File: src/design/assert_macros.svh
// Assertion macros included by the top level of the CSV tokenizer.
`ifndef ASSERT_MACROS_SVH
`define ASSERT_MACROS_SVH

`ifndef ASSERT_OFF
`define ASSERT_IMPLY(label, clk, rstn, prop, msg) \
    label: assert property (@(posedge clk) disable iff (!rstn) prop) else $error(msg);
`define ASSERT_NEVER(label, clk, rstn, cond, msg) \
    label: assert property (@(posedge clk) disable iff (!rstn) !(cond)) else $error(msg);
`else
`define ASSERT_IMPLY(label, clk, rstn, prop, msg)
`define ASSERT_NEVER(label, clk, rstn, cond, msg)
`endif

`endif

File: src/design/csvti_pkg.sv
// Types, character codes and field classification functions of the CSV tokenizer.
`timescale 1ns / 1ps
`default_nettype none

package csvti_pkg;

    typedef enum logic [2:0] {
        SC_EMPTY  = 3'd0,
        SC_SIGN   = 3'd1,
        SC_INT    = 3'd2,
        SC_FLOAT  = 3'd3,
        SC_STRING = 3'd4,
        SC_IDLE   = 3'd5
    } scan_t;

    localparam logic [1:0] TY_EMPTY  = 2'd0;
    localparam logic [1:0] TY_INT    = 2'd1;
    localparam logic [1:0] TY_FLOAT  = 2'd2;
    localparam logic [1:0] TY_STRING = 2'd3;

    localparam logic [7:0] CH_NUL   = 8'h00;
    localparam logic [7:0] CH_LF    = 8'h0A;
    localparam logic [7:0] CH_CR    = 8'h0D;
    localparam logic [7:0] CH_QUOTE = 8'h22;
    localparam logic [7:0] CH_PLUS  = 8'h2B;
    localparam logic [7:0] CH_COMMA = 8'h2C;
    localparam logic [7:0] CH_MINUS = 8'h2D;
    localparam logic [7:0] CH_DOT   = 8'h2E;
    localparam logic [7:0] CH_ZERO  = 8'h30;
    localparam logic [7:0] CH_NINE  = 8'h39;

    localparam logic [5:0] COL_INDEX_MAX = 6'd63;
    localparam logic [5:0] REPORT_LIMIT  = 6'd32;

    function automatic scan_t scan_next(input scan_t s, input logic [7:0] b);
        logic  digit;
        scan_t r;
        digit = (b >= CH_ZERO) && (b <= CH_NINE);
        case (s)
            SC_EMPTY, SC_IDLE: begin
                if (b == CH_PLUS || b == CH_MINUS) r = SC_SIGN;
                else if (digit)                    r = SC_INT;
                else if (b == CH_DOT)              r = SC_FLOAT;
                else                               r = SC_STRING;
            end
            SC_SIGN, SC_INT: begin
                if (digit)            r = SC_INT;
                else if (b == CH_DOT) r = SC_FLOAT;
                else                  r = SC_STRING;
            end
            SC_FLOAT: r = digit ? SC_FLOAT : SC_STRING;
            default:  r = SC_STRING;
        endcase
        return r;
    endfunction

    function automatic logic [1:0] scan_class(input scan_t s);
        logic [1:0] t;
        case (s)
            SC_SIGN, SC_INT: t = TY_INT;
            SC_FLOAT:        t = TY_FLOAT;
            SC_STRING:       t = TY_STRING;
            default:         t = TY_EMPTY;
        endcase
        return t;
    endfunction

endpackage

`default_nettype wire

File: src/design/csv_field_splitter_type_inference_unit.sv
// Top level of the CSV tokenizer with per-column type inference.
`timescale 1ns / 1ps
`default_nettype none
`include "assert_macros.svh"

// Takes one byte of CSV text per transfer and returns one result per data field,
// then one column type report per column when end of input arrives. Text bytes
// are accepted at one per cycle while the result register drains; at most one
// result follows each byte. The column types live in a small synchronous memory
// that is read when a field ends and written back the next cycle, with forwarding
// when the following field hits the same column. After the end-of-input transfer,
// each reported column passes through a read state and a report state, and no
// byte is accepted until the report ends. Afterwards the parsing state is back
// to its reset value and every type-table entry is marked invalid.
module csv_field_splitter_type_inference_unit #(
    parameter int MAX_COLUMNS = 32
) (
    input  wire logic       aclk,
    input  wire logic       aresetn,
    input  wire logic       s_valid,
    output logic            s_ready,
    input  wire logic [7:0] s_data_byte,
    input  wire logic       s_end_of_input,
    output logic            m_valid,
    input  wire logic       m_ready,
    output logic            m_report_kind,
    output logic [4:0]      m_column,
    output logic [1:0]      m_type_code,
    output logic            m_extra_column,
    output logic            m_last
);
    import csvti_pkg::*;

    localparam int         AW       = (MAX_COLUMNS > 1) ? $clog2(MAX_COLUMNS) : 1;
    localparam logic [5:0] MAX_COLS = 6'(MAX_COLUMNS);

    typedef enum logic [1:0] {
        ST_RUN,
        ST_RD,
        ST_WR
    } state_t;

    state_t     state_reg, state_next;
    logic       in_header_reg, in_header_next;
    logic       quoted_reg, quoted_next;
    logic       done_reg, done_next;
    logic [5:0] col_count_reg, col_count_next;
    logic [5:0] col_idx_reg, col_idx_next;
    scan_t      scan_reg, scan_next_s;
    logic [5:0] rpt_idx_reg, rpt_idx_next;

    logic       m_valid_reg, m_valid_next;
    logic       m_kind_reg, m_kind_next;
    logic [4:0] m_column_reg, m_column_next;
    logic [1:0] m_type_reg, m_type_next;
    logic       m_extra_reg, m_extra_next;
    logic       m_last_reg, m_last_next;

    logic          wr_pend_reg, wr_pend_next;
    logic [AW-1:0] wr_addr_reg, wr_addr_next;
    logic [1:0]    wr_type_reg, wr_type_next;

    logic [1:0]    type_mem [MAX_COLUMNS];
    logic          entry_valid_reg [MAX_COLUMNS];
    logic [1:0]    rd_data_reg;
    logic          rd_valid_reg;
    logic          fwd_hit_reg, fwd_hit_next;
    logic [1:0]    fwd_data_reg, fwd_data_next;

    logic          in_xfer, out_free, emit, in_range, rd_en, wr_en, clear_all;
    logic [AW-1:0] rd_addr;
    logic [1:0]    emit_class, rd_old, wr_merged;
    logic [5:0]    rpt_count;
    logic          quote_toggled;

    assign out_free  = !m_valid_reg || m_ready;
    assign s_ready   = (state_reg == ST_RUN) && out_free;
    assign in_xfer   = s_valid && s_ready;
    assign rpt_count = (col_count_reg > REPORT_LIMIT) ? REPORT_LIMIT : col_count_reg;

    assign rd_old    = fwd_hit_reg ? fwd_data_reg : (rd_valid_reg ? rd_data_reg : TY_EMPTY);
    assign wr_en     = wr_pend_reg && (wr_type_reg > rd_old);
    assign wr_merged = wr_en ? wr_type_reg : rd_old;

    assign in_range   = (col_idx_reg < col_count_reg) && (col_idx_reg < MAX_COLS);
    assign emit_class = scan_class(scan_reg);
    assign quote_toggled = quoted_reg ^ (s_data_byte == CH_QUOTE);

    always_comb begin
        state_next     = state_reg;
        in_header_next = in_header_reg;
        quoted_next    = quoted_reg;
        done_next      = done_reg;
        col_count_next = col_count_reg;
        col_idx_next   = col_idx_reg;
        scan_next_s    = scan_reg;
        rpt_idx_next   = rpt_idx_reg;
        emit           = 1'b0;
        clear_all      = 1'b0;

        if (in_xfer) begin
            if (s_end_of_input) begin
                emit         = !in_header_reg && (scan_reg != SC_IDLE) && !done_reg;
                state_next   = ST_RD;
                rpt_idx_next = '0;
            end else if (s_data_byte == CH_LF) begin
                emit           = !in_header_reg && !done_reg;
                in_header_next = 1'b0;
                quoted_next    = 1'b0;
                done_next      = 1'b0;
                col_idx_next   = '0;
                scan_next_s    = SC_IDLE;
            end else if (in_header_reg) begin
                if (!done_reg) begin
                    if (s_data_byte == CH_NUL) begin
                        done_next = 1'b1;
                    end else if (s_data_byte == CH_COMMA && col_count_reg < MAX_COLS) begin
                        col_count_next = col_count_reg + 6'd1;
                    end
                end
            end else if (!done_reg) begin
                if (s_data_byte == CH_CR || s_data_byte == CH_NUL) begin
                    emit        = 1'b1;
                    done_next   = 1'b1;
                    scan_next_s = SC_EMPTY;
                end else begin
                    quoted_next = quote_toggled;
                    if (s_data_byte == CH_COMMA && !quote_toggled) begin
                        emit        = 1'b1;
                        scan_next_s = SC_EMPTY;
                        if (col_idx_reg < COL_INDEX_MAX) begin
                            col_idx_next = col_idx_reg + 6'd1;
                        end
                    end else begin
                        scan_next_s = scan_next(scan_reg, s_data_byte);
                    end
                end
            end
        end

        case (state_reg)
            ST_RD: state_next = ST_WR;
            ST_WR: begin
                if (out_free) begin
                    if (rpt_idx_reg + 6'd1 == rpt_count) begin
                        state_next     = ST_RUN;
                        clear_all      = 1'b1;
                        in_header_next = 1'b1;
                        col_count_next = 6'd1;
                        quoted_next    = 1'b0;
                        done_next      = 1'b0;
                        col_idx_next   = '0;
                        scan_next_s    = SC_EMPTY;
                    end else begin
                        state_next   = ST_RD;
                        rpt_idx_next = rpt_idx_reg + 6'd1;
                    end
                end
            end
            default: ;
        endcase
    end

    always_comb begin
        rd_en   = 1'b0;
        rd_addr = col_idx_reg[AW-1:0];
        if (state_reg == ST_RD) begin
            rd_en   = 1'b1;
            rd_addr = rpt_idx_reg[AW-1:0];
        end else if (in_xfer && emit && in_range) begin
            rd_en = 1'b1;
        end
        wr_pend_next  = in_xfer && emit && in_range && (emit_class != TY_EMPTY);
        wr_addr_next  = col_idx_reg[AW-1:0];
        wr_type_next  = emit_class;
        fwd_hit_next  = rd_en && wr_pend_reg && (wr_addr_reg == rd_addr);
        fwd_data_next = wr_merged;
    end

    always_comb begin
        m_valid_next  = m_valid_reg && !m_ready;
        m_kind_next   = m_kind_reg;
        m_column_next = m_column_reg;
        m_type_next   = m_type_reg;
        m_extra_next  = m_extra_reg;
        m_last_next   = m_last_reg;
        if (in_xfer && emit) begin
            m_valid_next  = 1'b1;
            m_kind_next   = 1'b0;
            m_column_next = in_range ? col_idx_reg[4:0] : 5'd0;
            m_type_next   = emit_class;
            m_extra_next  = !in_range;
            m_last_next   = !s_end_of_input;
        end else if (state_reg == ST_WR && out_free) begin
            m_valid_next  = 1'b1;
            m_kind_next   = 1'b1;
            m_column_next = rpt_idx_reg[4:0];
            m_type_next   = (rd_old == TY_EMPTY) ? TY_STRING : rd_old;
            m_extra_next  = 1'b0;
            m_last_next   = (rpt_idx_reg + 6'd1 == rpt_count);
        end
    end

    always_ff @(posedge aclk) begin
        if (!aresetn) begin
            state_reg     <= ST_RUN;
            in_header_reg <= 1'b1;
            quoted_reg    <= 1'b0;
            done_reg      <= 1'b0;
            col_count_reg <= 6'd1;
            col_idx_reg   <= '0;
            scan_reg      <= SC_EMPTY;
            rpt_idx_reg   <= '0;
            m_valid_reg   <= 1'b0;
            wr_pend_reg   <= 1'b0;
            fwd_hit_reg   <= 1'b0;
        end else begin
            state_reg     <= state_next;
            in_header_reg <= in_header_next;
            quoted_reg    <= quoted_next;
            done_reg      <= done_next;
            col_count_reg <= col_count_next;
            col_idx_reg   <= col_idx_next;
            scan_reg      <= scan_next_s;
            rpt_idx_reg   <= rpt_idx_next;
            m_valid_reg   <= m_valid_next;
            wr_pend_reg   <= wr_pend_next;
            if (rd_en) begin
                fwd_hit_reg <= fwd_hit_next;
            end
        end
        m_kind_reg   <= m_kind_next;
        m_column_reg <= m_column_next;
        m_type_reg   <= m_type_next;
        m_extra_reg  <= m_extra_next;
        m_last_reg   <= m_last_next;
        wr_addr_reg  <= wr_addr_next;
        wr_type_reg  <= wr_type_next;
        if (rd_en) begin
            fwd_data_reg <= fwd_data_next;
        end
    end

    // The type memory reads before it writes; forwarding covers a same-entry hit.
    always_ff @(posedge aclk) begin
        if (wr_en) begin
            type_mem[wr_addr_reg] <= wr_type_reg;
        end
        if (rd_en) begin
            rd_data_reg <= type_mem[rd_addr];
        end
    end

    always_ff @(posedge aclk) begin
        if (!aresetn || clear_all) begin
            for (int i = 0; i < MAX_COLUMNS; i++) begin
                entry_valid_reg[i] <= 1'b0;
            end
            rd_valid_reg <= 1'b0;
        end else begin
            if (wr_en) begin
                entry_valid_reg[wr_addr_reg] <= 1'b1;
            end
            if (rd_en) begin
                rd_valid_reg <= entry_valid_reg[rd_addr];
            end
        end
    end

    assign m_valid        = m_valid_reg;
    assign m_report_kind  = m_kind_reg;
    assign m_column       = m_column_reg;
    assign m_type_code    = m_type_reg;
    assign m_extra_column = m_extra_reg;
    assign m_last         = m_last_reg;

    `ASSERT_NEVER(a_no_input_in_report, aclk, aresetn, (state_reg != ST_RUN) && s_ready, "input taken during the column report")
    `ASSERT_IMPLY(a_wr_after_xfer, aclk, aresetn, wr_pend_reg |-> $past(in_xfer), "table update without a preceding transfer")
    `ASSERT_NEVER(a_col_count_range, aclk, aresetn, (col_count_reg == 6'd0) || (col_count_reg > MAX_COLS), "column count out of range")
    `ASSERT_NEVER(a_report_not_extra, aclk, aresetn, m_valid_reg && m_kind_reg && (m_extra_reg || m_type_reg == TY_EMPTY), "column report flagged extra or empty")

endmodule

`default_nettype wire
File: config.mk
export PLATFORM = sky130hd
export DESIGN_NAME = csv_field_splitter_type_inference_unit
export DESIGN_NICKNAME = d
export VERILOG_FILES = /design/src/design/csvti_pkg.sv /design/src/design/csv_field_splitter_type_inference_unit.sv
export VERILOG_INCLUDE_DIRS = /design/src /design/src/design
export SDC_FILE = /design/constraint.sdc
export NUM_CORES = 1
export LEC_CHECK = 0
export ABC_CLOCK_PERIOD_IN_PS = 2750
export BUFFER_PORTS_ARGS = -buffer_cell sky130_fd_sc_hd__buf_2
export CAP_MARGIN = 20
export CORE_ASPECT_RATIO = 1.1
export CORE_MARGIN = 2
export CORE_UTILIZATION = 45
export CTS_CLUSTER_DIAMETER = 30
export CTS_CLUSTER_SIZE = 28
export DETAILED_ROUTE_END_ITERATION = 8
export PLACE_DENSITY = 0.65
export SYNTH_ARGS = -nofsm -noshare
export SYNTH_HDL_FRONTEND = slang
export SYNTH_SLANG_ARGS = --single-unit
File: constraint.sdc
create_clock -name aclk -period 2.75 [get_ports aclk]
set_input_delay 0.1375 -clock aclk [delete_from_list [all_inputs] [get_ports aclk]]
set_output_delay 0.1375 -clock aclk [all_outputs]
set_load 0.02 [all_outputs]
==> results.py <==
metrics = {
    "outcome": {
        "outcome": "complete, no violations",
    },
    "synthesis": {
        "synth_nets": 775,
        "synthAdderAreaFrac_pct": 2.39,
        "async_flop_share_pct": 0,
        "ys_seq_area_share_pct": 50.6,
        "synthMuxAreaShare_pct": 5.55,
        "netlist_instances": 748,
        "syn_area_um2": 7340,
        "ys_seq_elements": 147,
        "synth_xor_xnor_area_share_pct": 2.27,
        "synth_compound_area_share_pct": 14.8,
        "synth.distinct_cells": 77,
        "synth_top_family_by_area": "simple AND/OR/NAND/NOR gates",
        "synth-simple-area-share_pct": 20.5,
        "synth.avg_cell_area_um2": 9.82,
        "synth_edf_count": 77,
        "ys_warn_count": 0,
        "ys.flop_type": "edfxtp_1",
    },
    "die": {
        "die-area_um2": 17400,
        "ios": 25,
        "core_um2": 15900,
        "die_w_um": 126,
        "rows": 48,
        "die_h_um": 138,
        "initial_core_util_pct": 46.3,
    },
    "clock_tree": {
        "clockBufferDepth": 2,
        "root_buffer": "clkbuf_16",
        "cts.clk_slew.worst_paths_ns": 0.06,
        "cts_tree": "yes",
        "clock_latency_ns": 0.43,
        "h-tree-depth": 4,
        "cts_sinks": 147,
        "cts_buffers": 17,
    },
    "setup_path": {
        "reg2reg_from": "state_reg[1]",
        "worstPathCellList": "inv_1 -> ha_2 -> buf_6 -> nor2b_1 -> a21oi_2 -> buf_4 -> mux4_2 -> mux2_2 -> o21ai_0 -> o21ai_0",
        "crit_required_ns": 2.92,
        "startpoint_type": "register",
        "cp_common_cell": "o21ai_0",
        "worstSetupPathType": "reg -> reg",
        "cp_slowest_cell": "dfxtp_1",
        "cp_slowest_stage_delay_ns": 0.33,
        "cp.arrival_ns": 2.75,
        "critPathLaunch": "state_reg[1]",
        "cp-end-kind": "register",
        "path_max_fanout": 24,
    },
    "pwr": {
        "comb_power_share_pct": 4.8,
        "p_clk_share_pct": 47.0,
        "vdd_drop_max_mv": 0.457,
        "p_int_mw": 3.73,
        "switching_share_pct": 22.3,
        "p_per_area_nw_per_um2": 571,
        "seqPwrFrac_pct": 48.3,
        "p_leak_nw": 2.98,
        "p_sw_mw": 1.07,
    },
    "drt": {
        "vias": 6068,
        "final_antenna_net_count": 0,
        "route.met2.wl_um": 8990,
        "drc": 0,
        "drt-total-wl_um": 19100,
        "wl_met1_um": 7970,
        "drt_iter0_drc": 907,
        "drt_first_pass_iters": 5,
        "met3_wirelength_um": 1620,
        "via_per_inst": 6.11,
        "highest_layer": "met4",
        "wl_per_cell_um": 19.3,
    },
    "layout": {
        "final_cell_mix": "nor2_1 (161), edfxtp_1 (77), dfxtp_1 (70)",
        "largest_register_ff_count": 64,
        "diodes": 0,
        "fin_nets": 807,
        "fillers": 1361,
        "final_common_cell": "nor2_1",
        "postLayoutCellArea_um2": 8400,
        "layout-drive-gt1-share_pct": 15.1,
        "seqCellArea_um2": 3710,
        "area_delta_synth_final_pct": 14.4,
        "multiInputGateArea_um2": 3360,
    },
    "sta": {
        "finalSetupTns_ns": 0,
        "rsz0062_at_grt": "false",
        "skew_ns": 0.0141,
        "finalCritPeriodShare_pct": 93.7,
        "drv_slew": 0,
        "finalHoldViolCount": 0,
        "relSlewSlack_pct": 63.7,
        "worst_pin_slew_ns": 0.543,
        "setup_violations": 0,
        "max_freq_mhz": 388,
        "post-route-min-period_ns": 2.58,
    },
    "placement": {
        "gp_congestion": 0.980,
        "dp_hpwl_um": 13100,
        "placed_area_um2": 7760,
        "port_buffers": 24,
    },
    "grt": {
        "grt_pass1_wl_um": 30000,
        "grt_max_degree": 34,
        "grt_overflow": 0,
        "antenna_found_initial": 0,
        "first_global_vias": 5648,
        "grt_usage_pct": 22.7,
    },
    "min_path": {
        "min_from": "aresetn",
        "min_path_type": "in -> reg",
    },
    "flow_run": {
        "cap_violations": 0,
    },
}
[metal layers]
metal | GRT usage, % | vias to the layer above
li1 | - | 2797
met1 | 28.9 | 2881
met2 | 37.4 | 343
met3 | 4.71 | 47
met4 | 10.3 | 0
met5 | 0 | -
[worst max-delay path, delay by kind of cell, from the launching register on]
family	cells	cell delay, ns
compound gates	3	0.48
simple gates	1	0.11
buf+inv	3	0.54
mux	2	0.63
fa+ha+maj	1	0.23
flops	1	0.33
[cell type report]
type,instances,share of cell area (%)
timing repair buffer,56,4.78
inverter,21,0.939
clock buffer,24,6.24
clock inverter,8,0.775
sequential,147,44.2
multi-input combinational,537,40.1
tap,200,2.98
[synthesized netlist by cell type (13+ instances only)]
cell      instances  area share (%)
nor2_1          161             8.2
o21ai_0          33             2.2
nor3_1           13            0.89
a21oi_1          43             2.9
nor2b_1          14             1.2
clkbuf_1         18            0.92
ha_1             14             2.4
xnor2_1          18             2.1
dfxtp_1          70              19
inv_1            21             1.1
nand2_1          48             2.5
buf_2            15             1.0
nand3_1          20             1.4
edfxtp_1         77              31
[power by group through the flow]
stage	Sequential [mW]	Clock, mW	Combinational [mW]
after detailed placement	2.36	0	0.221
after global routing	2.32	2.39	0.245
after global placement	2.36	0	0.214
after floorplan	2.37	0	0.149
final	2.32	2.25	0.228
after CTS	2.32	2.27	0.222
[final timing paths]
kind	endpoint	slack, ns	cells after the start
max reg2reg	rd_data_reg[0]	0.17	10
max	rd_data_reg[0]	0.17	10
min	rpt_idx_reg[2]	0.06	3
min reg2reg	m_report_kind	0.47	1
[metrics by stage]
stage	utilization, %	instances	hold slack, ns	total power [mW]	setup WS [ns]
6_report	53.0	993	0.0574	4.80	0.174
5_1_grt	53.0	993	0.0962	4.95	0.00713
4_1_cts	52.7	989	0.0463	4.81	0.0944
3_5_place_dp	49.0	957	0.463	2.58	0.123
3_3_place_gp	49.0	957	0.449	2.58	0.187
2_1_floorplan	-	748	0.352	2.52	0.309
[repair_timing]
action                                  in CTS  in global routing
endpoints found under the hold margin        0                  0
hold buffers                                 0                  0
setup buffers                                0                  4
resized for setup                            0                  5
endpoints found under the setup margin       0                 18
[cells by family (layout without fill, tap and decap cells)]
logic type	Yosys count	count (layout)
xor+xnor	19	19
fa+ha+maj	14	14
simple gates	315	315
flops	147	147
mux	24	24
buf+inv	64	109
compound gates	165	165
Power figures use the tool's default switching activity.
